===== config.mk =====
export PLATFORM = sky130hd
export DESIGN_NAME = line_rasterizer_with_link_color
export DESIGN_NICKNAME = d
export VERILOG_FILES = /design/src/rtl/core/lrlc_pkg.sv /design/src/rtl/core/lrlc_div.sv /design/src/rtl/core/line_rasterizer_with_link_color.sv
export SDC_FILE = /design/constraint.sdc
export NUM_CORES = 1
export LEC_CHECK = 0
export BUFFER_PORTS_ARGS = -buffer_cell sky130_fd_sc_hd__buf_2
export CAP_MARGIN = 20
export CORE_UTILIZATION = 29
export CTS_BUF_LIST = sky130_fd_sc_hd__clkbuf_2 sky130_fd_sc_hd__clkbuf_4 sky130_fd_sc_hd__clkbuf_8
export DETAILED_ROUTE_END_ITERATION = 10
export PLACE_DENSITY = 0.42
export SYNTH_ARGS = -nofsm -noshare
export SYNTH_HDL_FRONTEND = slang
export SYNTH_SLANG_ARGS = --single-unit

===== constraint.sdc =====
create_clock -name i_clk -period 9.35 [get_ports i_clk]
set_input_delay 0.935 -clock i_clk [delete_from_list [all_inputs] [get_ports i_clk]]
set_output_delay 0.935 -clock i_clk [all_outputs]
set_load 0.03 [all_outputs]

===== src/rtl/core/lrlc_pkg.sv =====
// Shared types, constants and helper functions for the line rasterizer with link color.
// Depends on nothing; the divider and the top level import it.
`default_nettype none

package lrlc_pkg;

    localparam int NODE_BITS     = 10;
    localparam int DIV_BITS      = NODE_BITS + 1;
    localparam int QUOT_BITS     = 8;
    localparam int CFG_DATA_BITS = 13;
    localparam int CFG_IDX_BITS  = 1;
    localparam int ROOM_BITS     = 11;
    localparam int OFFSET_BITS   = 26;
    localparam int COLOR_BITS    = 24;

    localparam logic [QUOT_BITS-1:0]     DIVIDEND          = 8'hFF;
    localparam logic [CFG_DATA_BITS-1:0] IMAGE_WIDTH_RESET = 13'd1024;
    localparam logic [ROOM_BITS-1:0]     PALETTE_LIMIT     = 11'd150;
    localparam logic [7:0]               COLOR_MID_BYTE    = 8'h60;

    typedef enum logic [CFG_IDX_BITS-1:0] {
        CFG_IMAGE_WIDTH = 1'b0,
        CFG_ROOM_COUNT  = 1'b1
    } t_cfg_index;

    localparam logic CMD_LOAD = 1'b0;
    localparam logic CMD_STEP = 1'b1;

    // Remainder modulo 5 of an 11-bit sum; each nibble weight 16 is 1 modulo 5.
    function automatic logic [2:0] mod5(input logic [DIV_BITS-1:0] s);
        logic [5:0] n;
        logic [4:0] m;
        n = 6'(s[3:0]) + 6'(s[7:4]) + 6'(s[10:8]);
        m = 5'(n[3:0]) + 5'(n[5:4]);
        if (m >= 5'd15) begin
            m = m - 5'd15;
        end else if (m >= 5'd10) begin
            m = m - 5'd10;
        end else if (m >= 5'd5) begin
            m = m - 5'd5;
        end
        return m[2:0];
    endfunction

    function automatic logic [COLOR_BITS-1:0] palette_color(input logic [2:0] idx);
        logic [COLOR_BITS-1:0] c;
        case (idx)
            3'd0:    c = 24'hAA0000;
            3'd1:    c = 24'h0000AA;
            3'd2:    c = 24'hAAAA00;
            3'd3:    c = 24'h00AAAA;
            3'd4:    c = 24'hAA00AA;
            default: c = 24'h000000;
        endcase
        return c;
    endfunction

endpackage

`default_nettype wire


===== src/rtl/core/lrlc_div.sv =====
// Restoring divider that divides the constant dividend by an 11-bit divisor, one bit a cycle.
// Depends on lrlc_pkg for widths and the dividend constant.
`default_nettype none

module lrlc_div (
    input  wire logic                           i_clk,
    input  wire logic                           i_rst_n,
    input  wire logic                           i_start,
    input  wire logic [lrlc_pkg::DIV_BITS-1:0]  i_divisor,
    output logic                                o_done,
    output logic      [lrlc_pkg::QUOT_BITS-1:0] o_quot
);
    import lrlc_pkg::*;

    localparam int CNT_BITS = $clog2(QUOT_BITS + 1);
    localparam int IDX_BITS = $clog2(QUOT_BITS);

    logic [DIV_BITS-1:0]  r_divisor;
    logic [DIV_BITS-1:0]  r_rem;
    logic [QUOT_BITS-1:0] r_quot;
    logic [CNT_BITS-1:0]  r_cnt;
    logic                 r_done;

    logic [IDX_BITS-1:0]  bit_idx;
    logic [DIV_BITS:0]    trial;
    logic [DIV_BITS:0]    diff;
    logic                 ge;
    logic [DIV_BITS-1:0]  n_rem;

    always_comb begin
        bit_idx = IDX_BITS'(r_cnt - CNT_BITS'(1));
        trial   = {r_rem, DIVIDEND[bit_idx]};
        diff    = trial - {1'b0, r_divisor};
        ge      = (trial >= {1'b0, r_divisor});
        n_rem   = ge ? diff[DIV_BITS-1:0] : trial[DIV_BITS-1:0];
    end

    always_ff @(posedge i_clk) begin
        if (!i_rst_n) begin
            r_cnt  <= '0;
            r_done <= 1'b0;
        end else begin
            r_done <= (r_cnt == CNT_BITS'(1)) && !i_start;
            if (i_start) begin
                r_cnt <= CNT_BITS'(QUOT_BITS);
            end else if (r_cnt != '0) begin
                r_cnt <= r_cnt - CNT_BITS'(1);
            end
        end
    end

    always_ff @(posedge i_clk) begin
        if (i_start) begin
            r_divisor <= i_divisor;
            r_rem     <= '0;
            r_quot    <= '0;
        end else if (r_cnt != '0) begin
            r_rem  <= n_rem;
            r_quot <= {r_quot[QUOT_BITS-2:0], ge};
        end
    end

    assign o_done = r_done;
    assign o_quot = r_quot;

endmodule

`default_nettype wire


===== src/rtl/core/line_rasterizer_with_link_color.sv =====
// Line rasterizer with link color: a load beat sets up a Bresenham walk and its color,
// and each step beat on an active line yields one pixel. A load takes the palette path,
// or the two divisions of the shared restoring divider when the color needs them.
// A step beat runs walk update, offset multiply and output register in turn; o_stall holds
// off the next beat until the pixel is registered. Synchronous active-low reset clears the
// sequencer, the active-line flag and the output valid; width is 1024, room count 0.
`default_nettype none

module line_rasterizer_with_link_color #(
    parameter int COORD_BITS = 12,
    parameter int MAX_NODES  = 1024
) (
    input  wire logic                               i_clk,
    input  wire logic                               i_rst_n,

    input  wire logic                               i_cfg_we,
    input  wire logic [lrlc_pkg::CFG_IDX_BITS-1:0]  i_cfg_index,
    input  wire logic [lrlc_pkg::CFG_DATA_BITS-1:0] i_cfg_data,

    input  wire logic                               i_valid,
    output logic                                    o_stall,
    input  wire logic                               i_command,
    input  wire logic [COORD_BITS-1:0]              i_start_x,
    input  wire logic [COORD_BITS-1:0]              i_start_y,
    input  wire logic [COORD_BITS-1:0]              i_end_x,
    input  wire logic [COORD_BITS-1:0]              i_end_y,
    input  wire logic [lrlc_pkg::NODE_BITS-1:0]     i_from_node,
    input  wire logic [lrlc_pkg::NODE_BITS-1:0]     i_to_node,

    output logic                                    o_valid,
    input  wire logic                               i_stall,
    output logic      [COORD_BITS-1:0]              o_pixel_x,
    output logic      [COORD_BITS-1:0]              o_pixel_y,
    output logic      [lrlc_pkg::OFFSET_BITS-1:0]   o_pixel_offset,
    output logic      [lrlc_pkg::COLOR_BITS-1:0]    o_pixel_color,
    output logic                                    o_last_pixel
);
    import lrlc_pkg::*;

    localparam int CW = COORD_BITS;
    localparam int EW = COORD_BITS + 2;
    localparam int PW = COORD_BITS + CFG_DATA_BITS;
    localparam int SW = (PW + 1 > OFFSET_BITS - 2) ? PW + 1 : OFFSET_BITS - 2;
    localparam logic [16:0] MAX_NODES_V = 17'(MAX_NODES);

    typedef enum logic [2:0] {
        S_IDLE,
        S_COLOR,
        S_DIV_A,
        S_DIV_B,
        S_MUL,
        S_EMIT
    } t_state;

    t_state                r_state;
    logic [CFG_DATA_BITS-1:0] r_image_width;
    logic [ROOM_BITS-1:0]  r_room_count;

    logic [CW-1:0]         r_cur_x, r_cur_y, r_target_x, r_target_y;
    logic [CW-1:0]         r_span_x, r_span_y;
    logic                  r_dir_x, r_dir_y;
    logic signed [EW-1:0]  r_err;
    logic                  r_busy;
    logic [COLOR_BITS-1:0] r_line_color;
    logic [NODE_BITS-1:0]  r_node_a, r_node_b;
    logic [QUOT_BITS-1:0]  r_quot_a;

    logic [CW-1:0]         r_px, r_py;
    logic                  r_last;
    logic [PW-1:0]         r_prod;

    logic                  r_out_valid;
    logic [CW-1:0]         r_out_x, r_out_y;
    logic [OFFSET_BITS-1:0] r_out_offset;
    logic [COLOR_BITS-1:0] r_out_color;
    logic                  r_out_last;

    logic                  accept;
    logic                  out_free;
    logic                  use_palette;
    logic                  div_start;
    logic [DIV_BITS-1:0]   div_divisor;
    logic                  div_done;
    logic [QUOT_BITS-1:0]  div_quot;

    logic signed [EW:0]    e2;
    logic signed [EW:0]    span_x_e, span_y_e;
    logic                  move_x, move_y;
    logic signed [EW-1:0]  n_err;
    logic [CW-1:0]         n_cur_x, n_cur_y;
    logic                  n_busy;
    logic [CW-1:0]         n_span_x, n_span_y;
    logic [SW-1:0]         offset_sum;
    logic [ROOM_BITS-1:0]  cfg_room;

    assign accept   = i_valid && !o_stall;
    assign o_stall  = (r_state != S_IDLE);
    assign out_free = !r_out_valid || !i_stall;

    always_comb begin
        use_palette = (r_node_a[1:0] == 2'b00) || (r_room_count < PALETTE_LIMIT);
        div_start   = ((r_state == S_COLOR) && !use_palette)
                   || ((r_state == S_DIV_A) && div_done);
        div_divisor = (r_state == S_COLOR) ? {1'b0, r_node_a} + DIV_BITS'(1)
                                           : {1'b0, r_node_b} + DIV_BITS'(1);
    end

    lrlc_div u_div (
        .i_clk     (i_clk),
        .i_rst_n   (i_rst_n),
        .i_start   (div_start),
        .i_divisor (div_divisor),
        .o_done    (div_done),
        .o_quot    (div_quot)
    );

    always_comb begin
        e2       = $signed({r_err, 1'b0});
        span_x_e = $signed({3'b000, r_span_x});
        span_y_e = $signed({3'b000, r_span_y});
        move_y   = (e2 < span_x_e);
        move_x   = (e2 > -span_y_e);
        n_err    = r_err
                 + (move_y ? $signed({2'b00, r_span_x}) : $signed(EW'(0)))
                 - (move_x ? $signed({2'b00, r_span_y}) : $signed(EW'(0)));
        n_cur_x  = r_cur_x;
        n_cur_y  = r_cur_y;
        if (move_y) begin
            n_cur_y = r_dir_y ? r_cur_y + CW'(1) : r_cur_y - CW'(1);
        end
        if (move_x) begin
            n_cur_x = r_dir_x ? r_cur_x + CW'(1) : r_cur_x - CW'(1);
        end
        n_busy   = (n_cur_x != r_target_x) || (n_cur_y != r_target_y);
        n_span_x = (i_end_x > i_start_x) ? i_end_x - i_start_x : i_start_x - i_end_x;
        n_span_y = (i_end_y > i_start_y) ? i_end_y - i_start_y : i_start_y - i_end_y;
        offset_sum = SW'(r_prod) + SW'(r_px);
        cfg_room   = i_cfg_data[ROOM_BITS-1:0];
    end

    always_ff @(posedge i_clk) begin
        if (!i_rst_n) begin
            r_image_width <= IMAGE_WIDTH_RESET;
            r_room_count  <= '0;
        end else if (i_cfg_we) begin
            case (i_cfg_index)
                CFG_IMAGE_WIDTH: r_image_width <= i_cfg_data;
                CFG_ROOM_COUNT: begin
                    if (17'(cfg_room) > MAX_NODES_V) begin
                        r_room_count <= ROOM_BITS'(MAX_NODES_V);
                    end else begin
                        r_room_count <= cfg_room;
                    end
                end
                default: r_room_count <= r_room_count;
            endcase
        end
    end

    always_ff @(posedge i_clk) begin
        if (!i_rst_n) begin
            r_state      <= S_IDLE;
            r_busy       <= 1'b0;
            r_out_valid  <= 1'b0;
            r_cur_x      <= '0;
            r_cur_y      <= '0;
            r_target_x   <= '0;
            r_target_y   <= '0;
            r_span_x     <= '0;
            r_span_y     <= '0;
            r_dir_x      <= 1'b0;
            r_dir_y      <= 1'b0;
            r_err        <= '0;
            r_line_color <= '0;
        end else begin
            if (r_out_valid && !i_stall && (r_state != S_EMIT)) begin
                r_out_valid <= 1'b0;
            end
            case (r_state)
                S_IDLE: begin
                    if (accept && (i_command == CMD_LOAD)) begin
                        r_span_x   <= n_span_x;
                        r_span_y   <= n_span_y;
                        r_dir_x    <= (i_start_x < i_end_x);
                        r_dir_y    <= (i_start_y < i_end_y);
                        r_err      <= $signed({2'b00, n_span_x}) - $signed({2'b00, n_span_y});
                        r_cur_x    <= i_start_x;
                        r_cur_y    <= i_start_y;
                        r_target_x <= i_end_x;
                        r_target_y <= i_end_y;
                        r_busy     <= (i_start_x != i_end_x) || (i_start_y != i_end_y);
                        r_node_a   <= i_from_node;
                        r_node_b   <= i_to_node;
                        r_state    <= S_COLOR;
                    end else if (accept && r_busy) begin
                        r_px    <= r_cur_x;
                        r_py    <= r_cur_y;
                        r_err   <= n_err;
                        r_cur_x <= n_cur_x;
                        r_cur_y <= n_cur_y;
                        r_busy  <= n_busy;
                        r_last  <= !n_busy;
                        r_state <= S_MUL;
                    end
                end
                S_COLOR: begin
                    if (use_palette) begin
                        r_line_color <= palette_color(mod5({1'b0, r_node_a} + {1'b0, r_node_b}));
                        r_state      <= S_IDLE;
                    end else begin
                        r_state <= S_DIV_A;
                    end
                end
                S_DIV_A: begin
                    if (div_done) begin
                        r_quot_a <= div_quot;
                        r_state  <= S_DIV_B;
                    end
                end
                S_DIV_B: begin
                    if (div_done) begin
                        r_line_color <= {r_quot_a, COLOR_MID_BYTE, div_quot};
                        r_state      <= S_IDLE;
                    end
                end
                S_MUL: begin
                    r_prod  <= r_py * r_image_width;
                    r_state <= S_EMIT;
                end
                S_EMIT: begin
                    if (out_free) begin
                        r_out_valid  <= 1'b1;
                        r_out_x      <= r_px;
                        r_out_y      <= r_py;
                        r_out_offset <= {offset_sum[OFFSET_BITS-3:0], 2'b00};
                        r_out_color  <= r_line_color;
                        r_out_last   <= r_last;
                        r_state      <= S_IDLE;
                    end
                end
                default: r_state <= S_IDLE;
            endcase
        end
    end

    assign o_valid        = r_out_valid;
    assign o_pixel_x      = r_out_x;
    assign o_pixel_y      = r_out_y;
    assign o_pixel_offset = r_out_offset;
    assign o_pixel_color  = r_out_color;
    assign o_last_pixel   = r_out_last;

    a_busy_off_target: assert property (@(posedge i_clk) disable iff (!i_rst_n)
        r_busy |-> ((r_cur_x != r_target_x) || (r_cur_y != r_target_y)))
        else $error("Active line sits on its end point.");

    a_div_done_in_color: assert property (@(posedge i_clk) disable iff (!i_rst_n)
        div_done |-> ((r_state == S_DIV_A) || (r_state == S_DIV_B)))
        else $error("Divider finished outside a color computation.");

    a_step_starts_pixel: assert property (@(posedge i_clk) disable iff (!i_rst_n)
        (accept && (i_command == CMD_STEP) && r_busy) |=> (r_state == S_MUL))
        else $error("Step beat on an active line did not start a pixel.");

    a_emit_loads_output: assert property (@(posedge i_clk) disable iff (!i_rst_n)
        ((r_state == S_EMIT) && out_free) |=> o_valid)
        else $error("Pixel was not placed in the output register.");

endmodule

`default_nettype wire


=== Word-level counts from Yosys, hierarchy flattened ===
Memory sizes are Yosys's and may differ from the RTL's.
Cells that the tools add are included.

* Add/sub/neg operators: 24
* Multiply operators: 1
* Order comparisons: 13
* Equal/unequal tests: 20
* Mux-type cells: 42
* Bitwise operators: 4
* Reductions and logical operators: 39

{| class="wikitable"
|+ Operator list
! cell !! number
|-
| two-way mux 12 bit || 12
|-
| case mux 24 bit (5 select lines) || 1
|-
| two-way mux 24 bit || 2
|-
| inequality test 12 bit || 4
|-
| case mux 24 bit (2 select lines) || 1
|-
| subtractor 12 bit || 4
|-
| two-way mux 11 bit || 3
|-
| two-way mux 3 bit || 11
|-
| two-way mux 14 bit || 2
|-
| adder 12 x 1 -> 12 bit, second input constant || 2
|-
| adder 24 x 12 -> 24 bit || 1
|-
| > comparator 12 bit || 2
|-
| less-than comparator 12 bit || 2
|-
| multiplier 12 x 13 -> 24 bit || 1
|-
| subtractor 12 x 1 -> 12 bit, second input constant || 2
|-
| adder 10 x 1 -> 11 bit, second input constant || 2
|-
| case mux 3 bit (6 select lines) || 1
|-
| > comparator 15 bit || 1
|-
| less-than comparator 15 x 13 -> 1 bit || 1
|-
| negation 12 -> 15 bit || 1
|-
| adder 14 x 13 -> 14 bit || 1
|-
| subtractor 14 x 13 -> 14 bit || 1
|-
| subtractor 12 x 12 -> 13 bit || 1
|-
| == test 3 x 2 -> 1 bit, second input constant || 4
|-
| other kinds (36) || 80
|}

* Register bits after elaboration: 326
* ROM bits: 8
* Input bits: 88
* Output and inout port bits: 77
* Word-level logic and storage cells: 177
* Memories: 1

{| class="wikitable"
|+ Memory list
! name !! words !! width !! rd ports !! clocked after Yosys merged registers in !! write ports !! line !! text
|-
| (name not given) || 8 || 1 || 1 || 0 || 0 || lrlc_div.sv:32 || <nowiki>trial = {r_rem, DIVIDEND[bit_idx]};</nowiki>
|}

=== Logic depth before layout (Yosys ltp) ===
Gate-level depths: netlist (run 1).

* Depth after elaboration: 15
* Depth in mapped cells: 31
* Mapped depth without buffers: 31

=== By module ===
Synthesis (run 1) repeated with hierarchy kept, for this count alone.

* Cells, all modules: 2671
* Area total of the unflattened synthesis: 24502.2 µm²

{| class="wikitable"
|+ Modules (own cells, without submodules)
! module !! times used !! cells an instance !! area an instance (µm²) !! seq. area each (µm²)
|-
| line_rasterizer_with_link_color || 1 || 2466 || 22582.9 || 7056.8
|-
| lrlc_div || 1 || 205 || 1919.3 || 810.8
|}

=== Least setup slack after synthesis (run 1) ===
No wires, ideal clock.

* Path kind: register -> register
* Start: reg r_node_a[0]
* End: reg r_line_color[1]
* Library setup time: 134 ps
* Arrival: 6041 ps
* Required time: 9216 ps
* Path slack: 3175 ps
* Cell stages (with the launch flop): 31
* Path buffers: 0
* Period minus slack after synthesis: 6175 ps
* Cell sequence: edfxtp_1 > ha_1 > inv_1 > fa_1 > inv_1 > a21oi_1 > o21ai_0 > and2_1 > o21ai_0 > nand2b_1 > a21o_1 > a21o_1 > a21o_1 > a21o_1 > fa_1 > ha_1 > a21o_1 > a21oi_1 > xnor2_1 > ha_1 > fa_1 > xnor2_1 > ha_1 > a221oi_1 > a41oi_1 > xnor2_1 > mux2_2 > a21oi_1 > nor3b_1 > a31oi_1 > a31oi_1

* Longest elaborated chain between the ends: 15
* Elaborated cells on any way between the ends: 28
* Classes of those cells: 7 x add/sub; 3 x order compare; 5 x eq/ne; 9 x mux; 4 x reduce/logical

{| class="wikitable"
|+ Ends and longest elaborated chain
! item !! line !! text
|-
| from (decl) || line_rasterizer_with_link_color.sv:65 || <nowiki>logic [NODE_BITS-1:0] r_node_a, r_node_b;</nowiki>
|-
| from (signal assigned) || line_rasterizer_with_link_color.sv:192 || <nowiki>r_node_a <= i_from_node;</nowiki>
|-
| adder 10 x 10 -> 11 bit || line_rasterizer_with_link_color.sv:208 || <nowiki>r_line_color <= palette_color(mod5({1'b0, r_node_a} + {1'b0, r_node_b}));</nowiki>
|-
| adder 4 x 4 -> 5 bit || lrlc_pkg.sv:33 || <nowiki>n = 6'(s[3:0]) + 6'(s[7:4]) + 6'(s[10:8]);</nowiki>
|-
| adder 5 x 3 -> 6 bit || lrlc_pkg.sv:33 ||
|-
| adder 4 x 2 -> 5 bit || lrlc_pkg.sv:34 || <nowiki>m = 5'(n[3:0]) + 5'(n[5:4]);</nowiki>
|-
| >= comparator 5 x 3 -> 1 bit or subtractor 3 bit (tied branches) || lrlc_pkg.sv:39, lrlc_pkg.sv:40 ||
|-
| two-way mux 3 bit || lrlc_pkg.sv:39 || <nowiki>end else if (m >= 5'd5) begin</nowiki>
|-
| two-way mux 3 bit || lrlc_pkg.sv:37 || <nowiki>end else if (m >= 5'd10) begin</nowiki>
|-
| two-way mux 3 bit || lrlc_pkg.sv:35 || <nowiki>if (m >= 5'd15) begin</nowiki>
|-
| two-way mux 3 bit || line_rasterizer_with_link_color.sv:207 || <nowiki>if (use_palette) begin</nowiki>
|-
| two-way mux 3 bit || line_rasterizer_with_link_color.sv:179 || <nowiki>case (r_state)</nowiki>
|-
| two-way mux 3 bit || line_rasterizer_with_link_color.sv:161 || <nowiki>if (!i_rst_n) begin</nowiki>
|-
| == test 3 bit (tied with other cells) || lrlc_pkg.sv:47 || <nowiki>case (idx)</nowiki>
|-
| case mux 24 bit (5 select lines) || lrlc_pkg.sv:47 ||
|-
| two-way mux 24 bit || line_rasterizer_with_link_color.sv:207 ||
|-
| case mux 24 bit (2 select lines) || line_rasterizer_with_link_color.sv:179 ||
|-
| to (signal assigned) || line_rasterizer_with_link_color.sv:208 ||
|-
| to (signal assigned) || line_rasterizer_with_link_color.sv:222 || <nowiki>r_line_color <= {r_quot_a, COLOR_MID_BYTE, div_quot};</nowiki>
|-
| to (decl) || line_rasterizer_with_link_color.sv:64 || <nowiki>logic [COLOR_BITS-1:0] r_line_color;</nowiki>
|}

Several ways; a longest one is shown, not always the timed one. The select of a mux whose other input is x is not followed.
A chain may end at the register's enable or synchronous reset.

=== Worst setup path after layout (run 1) ===
* Start: reg r_node_a[0]
* End: reg r_line_color[5]

The elaborated chain is that of the path after synthesis.

==> results of run 1 <==
-- through the flow --
| step | instances | setup WS (ns) | power, uW |
|---|---|---|---|
| floorplan | 2689 | 3.175 | 5525 |
| detailed placement | 3826 | 2.558 | 6686 |
| global placement | 3825 | 2.730 | 6607 |
| CTS | 3938 | 2.520 | 8404 |
| finish | 3939 | 2.485 | 8325 |
| global route | 3939 | 1.907 | 9081 |
-- registers in the layout, summed over array words and instances, names as in the netlist, 4 cells and up --
| signal | count |
|---|---|
| u_div.o_quot | 8 |
| r_cur_y | 12 |
| o_pixel_x | 12 |
| r_line_color | 19 |
| r_node_a | 10 |
| r_px | 12 |
| u_div.r_rem | 11 |
| u_div.r_divisor | 11 |
| r_target_x | 12 |
| r_room_count | 10 |
| o_pixel_color | 19 |
| r_image_width | 13 |
| r_py | 12 |
| r_target_y | 12 |
| r_span_x | 12 |
| o_pixel_y | 12 |
| r_cur_x | 12 |
| r_quot_a | 8 |
| u_div.r_cnt | 4 |
| r_prod | 24 |
| r_err | 14 |
| o_pixel_offset | 24 |
| r_span_y | 12 |
| r_node_b | 10 |
-- critical path, delay by kind of cell (launching register included) --
family                   cells  cell delay (ns)
AO/OA/AOI/OAI               14             2.55
adder cells (fa/ha/maj)      7             2.18
XOR/XNOR                     3             0.81
flip-flops                   1             0.41
AND/OR/NAND/NOR              3             0.38
multiplexers                 1             0.29
buffers and inverters        2             0.12
-- cell type report --
| class | count | share of cell area, % |
|---|---|---|
| Tap cell | 1070 | 4.844 |
| Sequential cell | 315 | 28.47 |
| Clock inverter | 18 | 1.041 |
| Timing Repair Buffer | 178 | 3.396 |
| Clock buffer | 94 | 4.251 |
| Inverter | 314 | 4.269 |
| Antenna cell | 1 | 0.009055 |
| Multi-Input combinational cell | 1949 | 53.72 |
-- logic make-up after synthesis --
logic type	count (synthesis)	synth area share, %
and+or+nand+nor	841	16.00
AOI/OAI and AO/OA	524	13.77
buffers and inverters	425	6.761
adders and majority gates	367	23.08
DFF	315	32.36
xor gates and xnor gates	167	6.128
muxes	45	1.883
other	1	0.01542
-- worst paths after layout --
kind | start | end | slack [ns] | depth (start not counted)
max | r_node_a[0] | r_line_color[5] | 2.49 | 30
min | i_to_node[4] | r_node_b[4] | 0.41 | 1
max reg2reg | r_node_a[0] | r_line_color[5] | 2.49 | 30
min reg2reg | r_line_color[5] | o_pixel_color[5] | 0.42 | 0
-- synthesized netlist by cell type, types with 11 or more instances --
| cell | count |
|---|---|
| sky130_fd_sc_hd__nand2_1 | 362 |
| sky130_fd_sc_hd__inv_1 | 313 |
| sky130_fd_sc_hd__ha_1 | 231 |
| sky130_fd_sc_hd__a21oi_1 | 174 |
| sky130_fd_sc_hd__nor2_1 | 163 |
| sky130_fd_sc_hd__dfxtp_1 | 159 |
| sky130_fd_sc_hd__edfxtp_1 | 156 |
| sky130_fd_sc_hd__fa_1 | 136 |
| sky130_fd_sc_hd__xnor2_1 | 110 |
| sky130_fd_sc_hd__o21ai_0 | 98 |
| sky130_fd_sc_hd__clkbuf_1 | 86 |
| sky130_fd_sc_hd__and2_1 | 63 |
| sky130_fd_sc_hd__nand3_1 | 56 |
| sky130_fd_sc_hd__xor2_1 | 55 |
| sky130_fd_sc_hd__a211oi_1 | 52 |
| sky130_fd_sc_hd__nor3_1 | 48 |
| sky130_fd_sc_hd__mux2i_1 | 39 |
| sky130_fd_sc_hd__a21o_1 | 36 |
| sky130_fd_sc_hd__nor2b_1 | 34 |
| sky130_fd_sc_hd__nand2b_1 | 20 |
| sky130_fd_sc_hd__o21a_1 | 20 |
| sky130_fd_sc_hd__and3_1 | 17 |
| sky130_fd_sc_hd__nand4_1 | 16 |
| sky130_fd_sc_hd__a31oi_1 | 14 |
| sky130_fd_sc_hd__o211ai_1 | 14 |
| sky130_fd_sc_hd__or3_1 | 13 |
| sky130_fd_sc_hd__o21bai_1 | 12 |
| sky130_fd_sc_hd__a311oi_1 | 11 |
-- power groups by stage --
stage | Sequential, uW | Combinational, uW | Clock [uW]
after floorplan | 1920 | 3600 | 0
after global placement | 2040 | 4570 | 0
after detailed placement | 2040 | 4640 | 0
after CTS | 2020 | 4680 | 1710
after global routing | 2040 | 5260 | 1770
final | 2010 | 4670 | 1650
-- layer usage --
metal | up-vias | global-route usage (%)
met5 | - | 0
met4 | 0 | 3.543
met3 | 61 | 2.154
met2 | 347 | 27.61
met1 | 9328 | 23.58
li1 | 9427 | -
==> flow_metrics.py, run 1 <==
metrics = {
    "drt": {
        "drtIter0Drc": 1003,
        "ant_nets": 0,
        "remaining_drcs": 0,
        "detailroute.wirelength.met3_um": 2594,
        "uppermost_layer_routed": "met4",
        "routed_wire_length_per_instance_um": 18.27,
        "routed_wl_um": 71960,
        "num_vias": 19163,
        "via_per_inst": 4.865,
        "detailroute.wirelength.met2_um": 33400,
        "drt-met1-wl_um": 34920,
        "drt_pass1_iterations": 7,
    },
    "floorplan": {
        "num_io_pins": 165,
        "dieArea_um2": 85010,
        "fp-row-count": 105,
        "die_x_um": 291.6,
        "starting_density_of_the_core_pct": 29.47,
        "floorplan.core_area_um2": 82500,
        "die_height_um": 291.6,
    },
    "power": {
        "cellInternalPower_uw": 4633,
        "share_comb_of_total_power_pct": 56.1,
        "powerDensity_nw_per_um2": 301.2,
        "peakVddDrop_uv": 249.0,
        "sw_frac_of_total_pct": 44.34,
        "p_switching_uw": 3691,
        "power_leakage_uw": 0.01203,
        "p_seq_share_pct": 24.1,
        "clock_power_share_pct": 19.8,
    },
    "layout": {
        "regArea_um2": 7868,
        "final_cell_mix": "sky130_fd_sc_hd__nand2_1 (362), sky130_fd_sc_hd__inv_1 (313), sky130_fd_sc_hd__ha_1 (231), sky130_fd_sc_hd__a21oi_1 (173), sky130_fd_sc_hd__nor2_1 (160)",
        "footprint_of_the_multi_input_gates_um2": 14850,
        "final_core_utilization_pct": 33.50,
        "drive_above_1_share_pct": 10.98,
        "final_cell_area_um2": 27640,
        "fin_nets": 3274,
        "layout-area-overhead-vs-synth_pct": 13.65,
        "final.fill_count": 8561,
        "final_common_cell": "sky130_fd_sc_hd__nand2_1",
    },
    "global_routing": {
        "global_route_wire_length_before_repair_um": 112300,
        "largest_net_degree_at_the_start_of_global_routing": 78,
        "grt.overflow.total": 0,
        "groute.usage.overall_pct": 16.84,
        "first_global_vias": 19410,
        "antenna_found_initial": 2,
    },
    "cts": {
        "tritoncts": "built",
        "postCtsSetupRepairBufs": 0,
        "cts_repair_resize_count": 0,
        "clock-root-buffer": "sky130_fd_sc_hd__clkbuf_8",
        "clock_sink_count": 315,
        "clock_latency_ns": 0.71,
        "cts_hold_buf": 0,
        "clock_tree.htree_level_count": 2,
        "tritoncts.num_buffers": 61,
        "clock_pin_slew_reported_for_the_worst_setup_and_hold_paths_after_clock_tree_synthesis_ns": 0.06,
        "buffer_levels_on_the_longest_clock_path": 3,
    },
    "worst_setup_path": {
        "critical_path.startpoint_type": "register",
        "crit_path_top_delay_cell": "sky130_fd_sc_hd__xnor2_1",
        "worst_path_most_repeated_cell": "sky130_fd_sc_hd__a21o_1",
        "crit_required_ns": 9.90,
        "critical_path.endpoint_type": "register",
        "critical_path.max_stage_delay_ns": 0.62,
        "worstPathMaxFanout": 9,
        "arrival_time_of_the_worst_setup_path_ns": 7.41,
        "critical_path_class": "register to register",
    },
    "logic_synthesis": {
        "synthDominantCellAreaShare_pct": 19.27,
        "post_synth_num_cell_types": 74,
        "ys_ff_latch": 315,
        "synth.yosys.warnings": 0,
        "synthesis.area_per_instance_um2": 9.056,
        "synth_cells": 2685,
        "share_of_the_yosys_chip_area_belonging_to_registers_pct": 32.36,
        "ys_async_sr_fraction_pct": 0,
        "synthFlopType": "sky130_fd_sc_hd__dfxtp_1",
        "synth-edff-count": 156,
        "syn-cell-area_um2": 24320,
        "synth.area.top_cells": "sky130_fd_sc_hd__edfxtp_1 (19%), sky130_fd_sc_hd__dfxtp_1 (13%), sky130_fd_sc_hd__ha_1 (12%), sky130_fd_sc_hd__fa_1 (11%), sky130_fd_sc_hd__nand2_1 (5.6%)",
        "synth.largest_area_cell": "sky130_fd_sc_hd__edfxtp_1",
    },
    "timing": {
        "finalClockSkew_ns": 0.04708,
        "final_min_period_over_clock_period_pct": 73.42,
        "unrepaired_setup_endpoints_after_global_routing": "false",
        "setup_viol": 0,
        "max_slew_margin_pct": 31.54,
        "hold_violations": 0,
        "setup_tns_ns": 0,
        "tightestPinTransition_ns": 1.018,
        "achievable-frequency_mhz": 145.7,
        "report.final.slew_viol_count": 0,
        "timing.final.crit_period_ns": 6.865,
        "fin_worst_hold_slack_ns": 0.4107,
    },
    "place": {
        "globalplace.congestion": 0.8432,
        "port_buffers": 159,
        "dp_hpwl_um": 55720,
        "dpl-instance-area_um2": 26170,
    },
    "status": {
        "status": "completed",
    },
    "flow_run": {
        "maxCapViolCount": 0,
    },
    "min_path": {
        "min-delay-path-class": "primary input to register",
    },
}
Power figures use the tool's default switching activity.
==> run 2: changes to the inputs <==
==> constraint.sdc (replaced) <==
create_clock -name i_clk -period 6.9 [get_ports i_clk]
set_input_delay 0.69 -clock i_clk [delete_from_list [all_inputs] [get_ports i_clk]]
set_output_delay 0.69 -clock i_clk [all_outputs]
set_load 0.03 [all_outputs]
==> flow_metrics.py, run 2 (synthesis results as in run 1) <==
metrics = {
    "worst_setup_path": {
        "critical_path.startpoint_type": "register",
        "worst_case_reg_to_reg_path_depth": 31,
        "worstPathMaxFanout": 4,
        "critical_path.endpoint_type": "register",
        "worst_path_most_repeated_cell": "sky130_fd_sc_hd__a21o_1",
        "critical_path.max_stage_delay_ns": 0.59,
        "crit_path_top_delay_cell": "sky130_fd_sc_hd__fa_2",
        "timing.rr.start": "r_node_a[0]",
        "critical_path_class": "register to register",
        "crit_required_ns": 7.49,
        "worst_r2r_endpoint": "r_line_color[23]",
        "arrival_time_of_the_worst_setup_path_ns": 7.08,
        "rrSetupSlack_ns": 0.41,
    },
    "drt": {
        "ant_nets": 0,
        "remaining_drcs": 0,
        "via_per_inst": 4.861,
        "drt_pass1_iterations": 5,
        "num_vias": 19210,
        "routed_wire_length_per_instance_um": 18.37,
        "routed_wl_um": 72600,
        "drtIter0Drc": 945,
    },
    "global_routing": {
        "largest_net_degree_at_the_start_of_global_routing": 78,
        "groute.usage.overall_pct": 16.86,
        "global_route_wire_length_before_repair_um": 112600,
        "first_global_vias": 19349,
        "antenna_found_initial": 2,
        "grt.overflow.total": 0,
    },
    "min_path": {
        "worstHoldStart": "i_from_node[5]",
        "timing.hold.worst_endpoint": "r_node_a[5]",
        "min-delay-path-class": "primary input to register",
        "hold_path_depth": 1,
    },
    "timing": {
        "unrepaired_setup_endpoints_after_global_routing": "false",
        "finalClockSkew_ns": 0.06335,
        "report.final.slew_viol_count": 0,
        "tightestPinTransition_ns": 1.106,
        "setup_viol": 0,
        "timing.final.crit_period_ns": 6.490,
        "hold_violations": 0,
        "final_min_period_over_clock_period_pct": 94.05,
        "achievable-frequency_mhz": 154.1,
        "setup_tns_ns": 0,
        "max_slew_margin_pct": 25.69,
    },
    "floorplan": {
        "fp-row-count": 105,
        "die_x_um": 291.6,
        "dieArea_um2": 85010,
        "starting_density_of_the_core_pct": 29.47,
        "die_height_um": 291.6,
        "num_io_pins": 165,
        "floorplan.core_area_um2": 82500,
    },
    "place": {
        "globalplace.congestion": 0.8432,
        "port_buffers": 159,
        "dp_hpwl_um": 56600,
        "dpl-instance-area_um2": 26250,
    },
    "layout": {
        "final_cell_area_um2": 27700,
        "fin_nets": 3287,
        "final_common_cell": "sky130_fd_sc_hd__nand2_1",
        "final_cell_mix": "sky130_fd_sc_hd__nand2_1 (362), sky130_fd_sc_hd__inv_1 (313), sky130_fd_sc_hd__ha_1 (231), sky130_fd_sc_hd__a21oi_1 (172), sky130_fd_sc_hd__nor2_1 (160)",
        "drive_above_1_share_pct": 11.46,
        "layout-area-overhead-vs-synth_pct": 13.90,
    },
    "power": {
        "power_leakage_uw": 0.01207,
        "powerDensity_nw_per_um2": 412.6,
        "peakVddDrop_uv": 333.1,
    },
    "cts": {
        "clock_pin_slew_reported_for_the_worst_setup_and_hold_paths_after_clock_tree_synthesis_ns": 0.06,
        "clock-root-buffer": "sky130_fd_sc_hd__clkbuf_8",
        "clock_sink_count": 315,
        "tritoncts.num_buffers": 61,
        "clock_tree.htree_level_count": 2,
        "clock_latency_ns": 0.73,
        "cts_hold_buf": 0,
        "buffer_levels_on_the_longest_clock_path": 3,
        "tritoncts": "built",
    },
    "status": {
        "status": "completed",
    },
    "flow_run": {
        "maxCapViolCount": 0,
    },
}
[run 2: changes by cell type in the layout (fill, tap and decap cells not counted), sizes merged]
cell / previous run / this run
buf: 178 / 191
bufinv: 6 / 4
clkbuf: 94 / 96
diode: 1 / 2
inv: 317 / 316
[run 2: timing repair]
| action | 4_1_cts | 5_1_grt |
|---|---|---|
| endpoints found under the setup margin | 0 | 10 |
| buffers inserted | 0 | 2 |
| gates resized for setup | 0 | 5 |
[run 2: worst max-delay path by stage]
| stage | from | end | depth (start not counted) |
|---|---|---|---|
| 3_5_place_dp | r_node_a[0] | r_line_color[5] | 30 |
| 6_report | r_node_a[0] | r_line_color[23] | 31 |
| 2_1_floorplan | r_node_a[0] | r_line_color[1] | 30 |
| 3_3_place_gp | r_node_a[0] | r_line_color[3] | 30 |
| 4_1_cts | r_node_a[0] | r_line_color[5] | 30 |
| 5_1_grt | r_node_a[0] | r_line_color[23] | 32 |
[run 2: critical path, delay by kind of cell (launching register included)]
| family | cells | cell delay, ns |
|---|---|---|
| buf+inv | 4 | 0.27 |
| simple gates | 3 | 0.51 |
| fa+ha+maj | 7 | 2.25 |
| flops | 1 | 0.42 |
| compound gates | 14 | 2.39 |
| mux | 1 | 0.30 |
| xor+xnor | 2 | 0.26 |
[run 2: layout make-up]
type,count,area (um^2)
timing repair buffer,191,1036
sequential,315,7868
clock buffer,96,1184
fill,8644,54810
antenna,2,5.005
tap,1070,1339
clock inverter,15,214.0
multi-input combinational,1949,14870
inverter,314,1180
[run 2: where the power goes]
group / internal (uW) / switching (uW) / total, uW
registers: 2350 / 371 / 2720
clock network: 1250 / 884 / 2130
logic: 2750 / 3820 / 6570
[run 2: layer usage]
| metal | track usage, % | wire length [um] |
|---|---|---|
| met1 | 23.33 | 34860 |
| met2 | 27.29 | 33110 |
| met3 | 2.322 | 2987 |
| met4 | 4.788 | 1638 |
| met5 | 0 | 0 |
[run 2: metrics by stage]
| step | cells | setup WS, ns | utilization [%] | power [uW] | hold WS [ns] |
|---|---|---|---|---|---|
| 2_1_floorplan | 2689 | 0.7249 | - | 7487 | 0.4003 |
| 3_3_place_gp | 3837 | 0.3492 | 31.82 | 9006 | 0.4209 |
| 3_5_place_dp | 3837 | 0.1275 | 31.82 | 9110 | 0.4161 |
| 4_1_cts | 3948 | 0.09690 | 33.51 | 11350 | 0.07703 |
| 5_1_grt | 3952 | 0.003370 | 33.57 | 12470 | 0.09966 |
| 6_report | 3952 | 0.4105 | 33.57 | 11430 | 0.1510 |
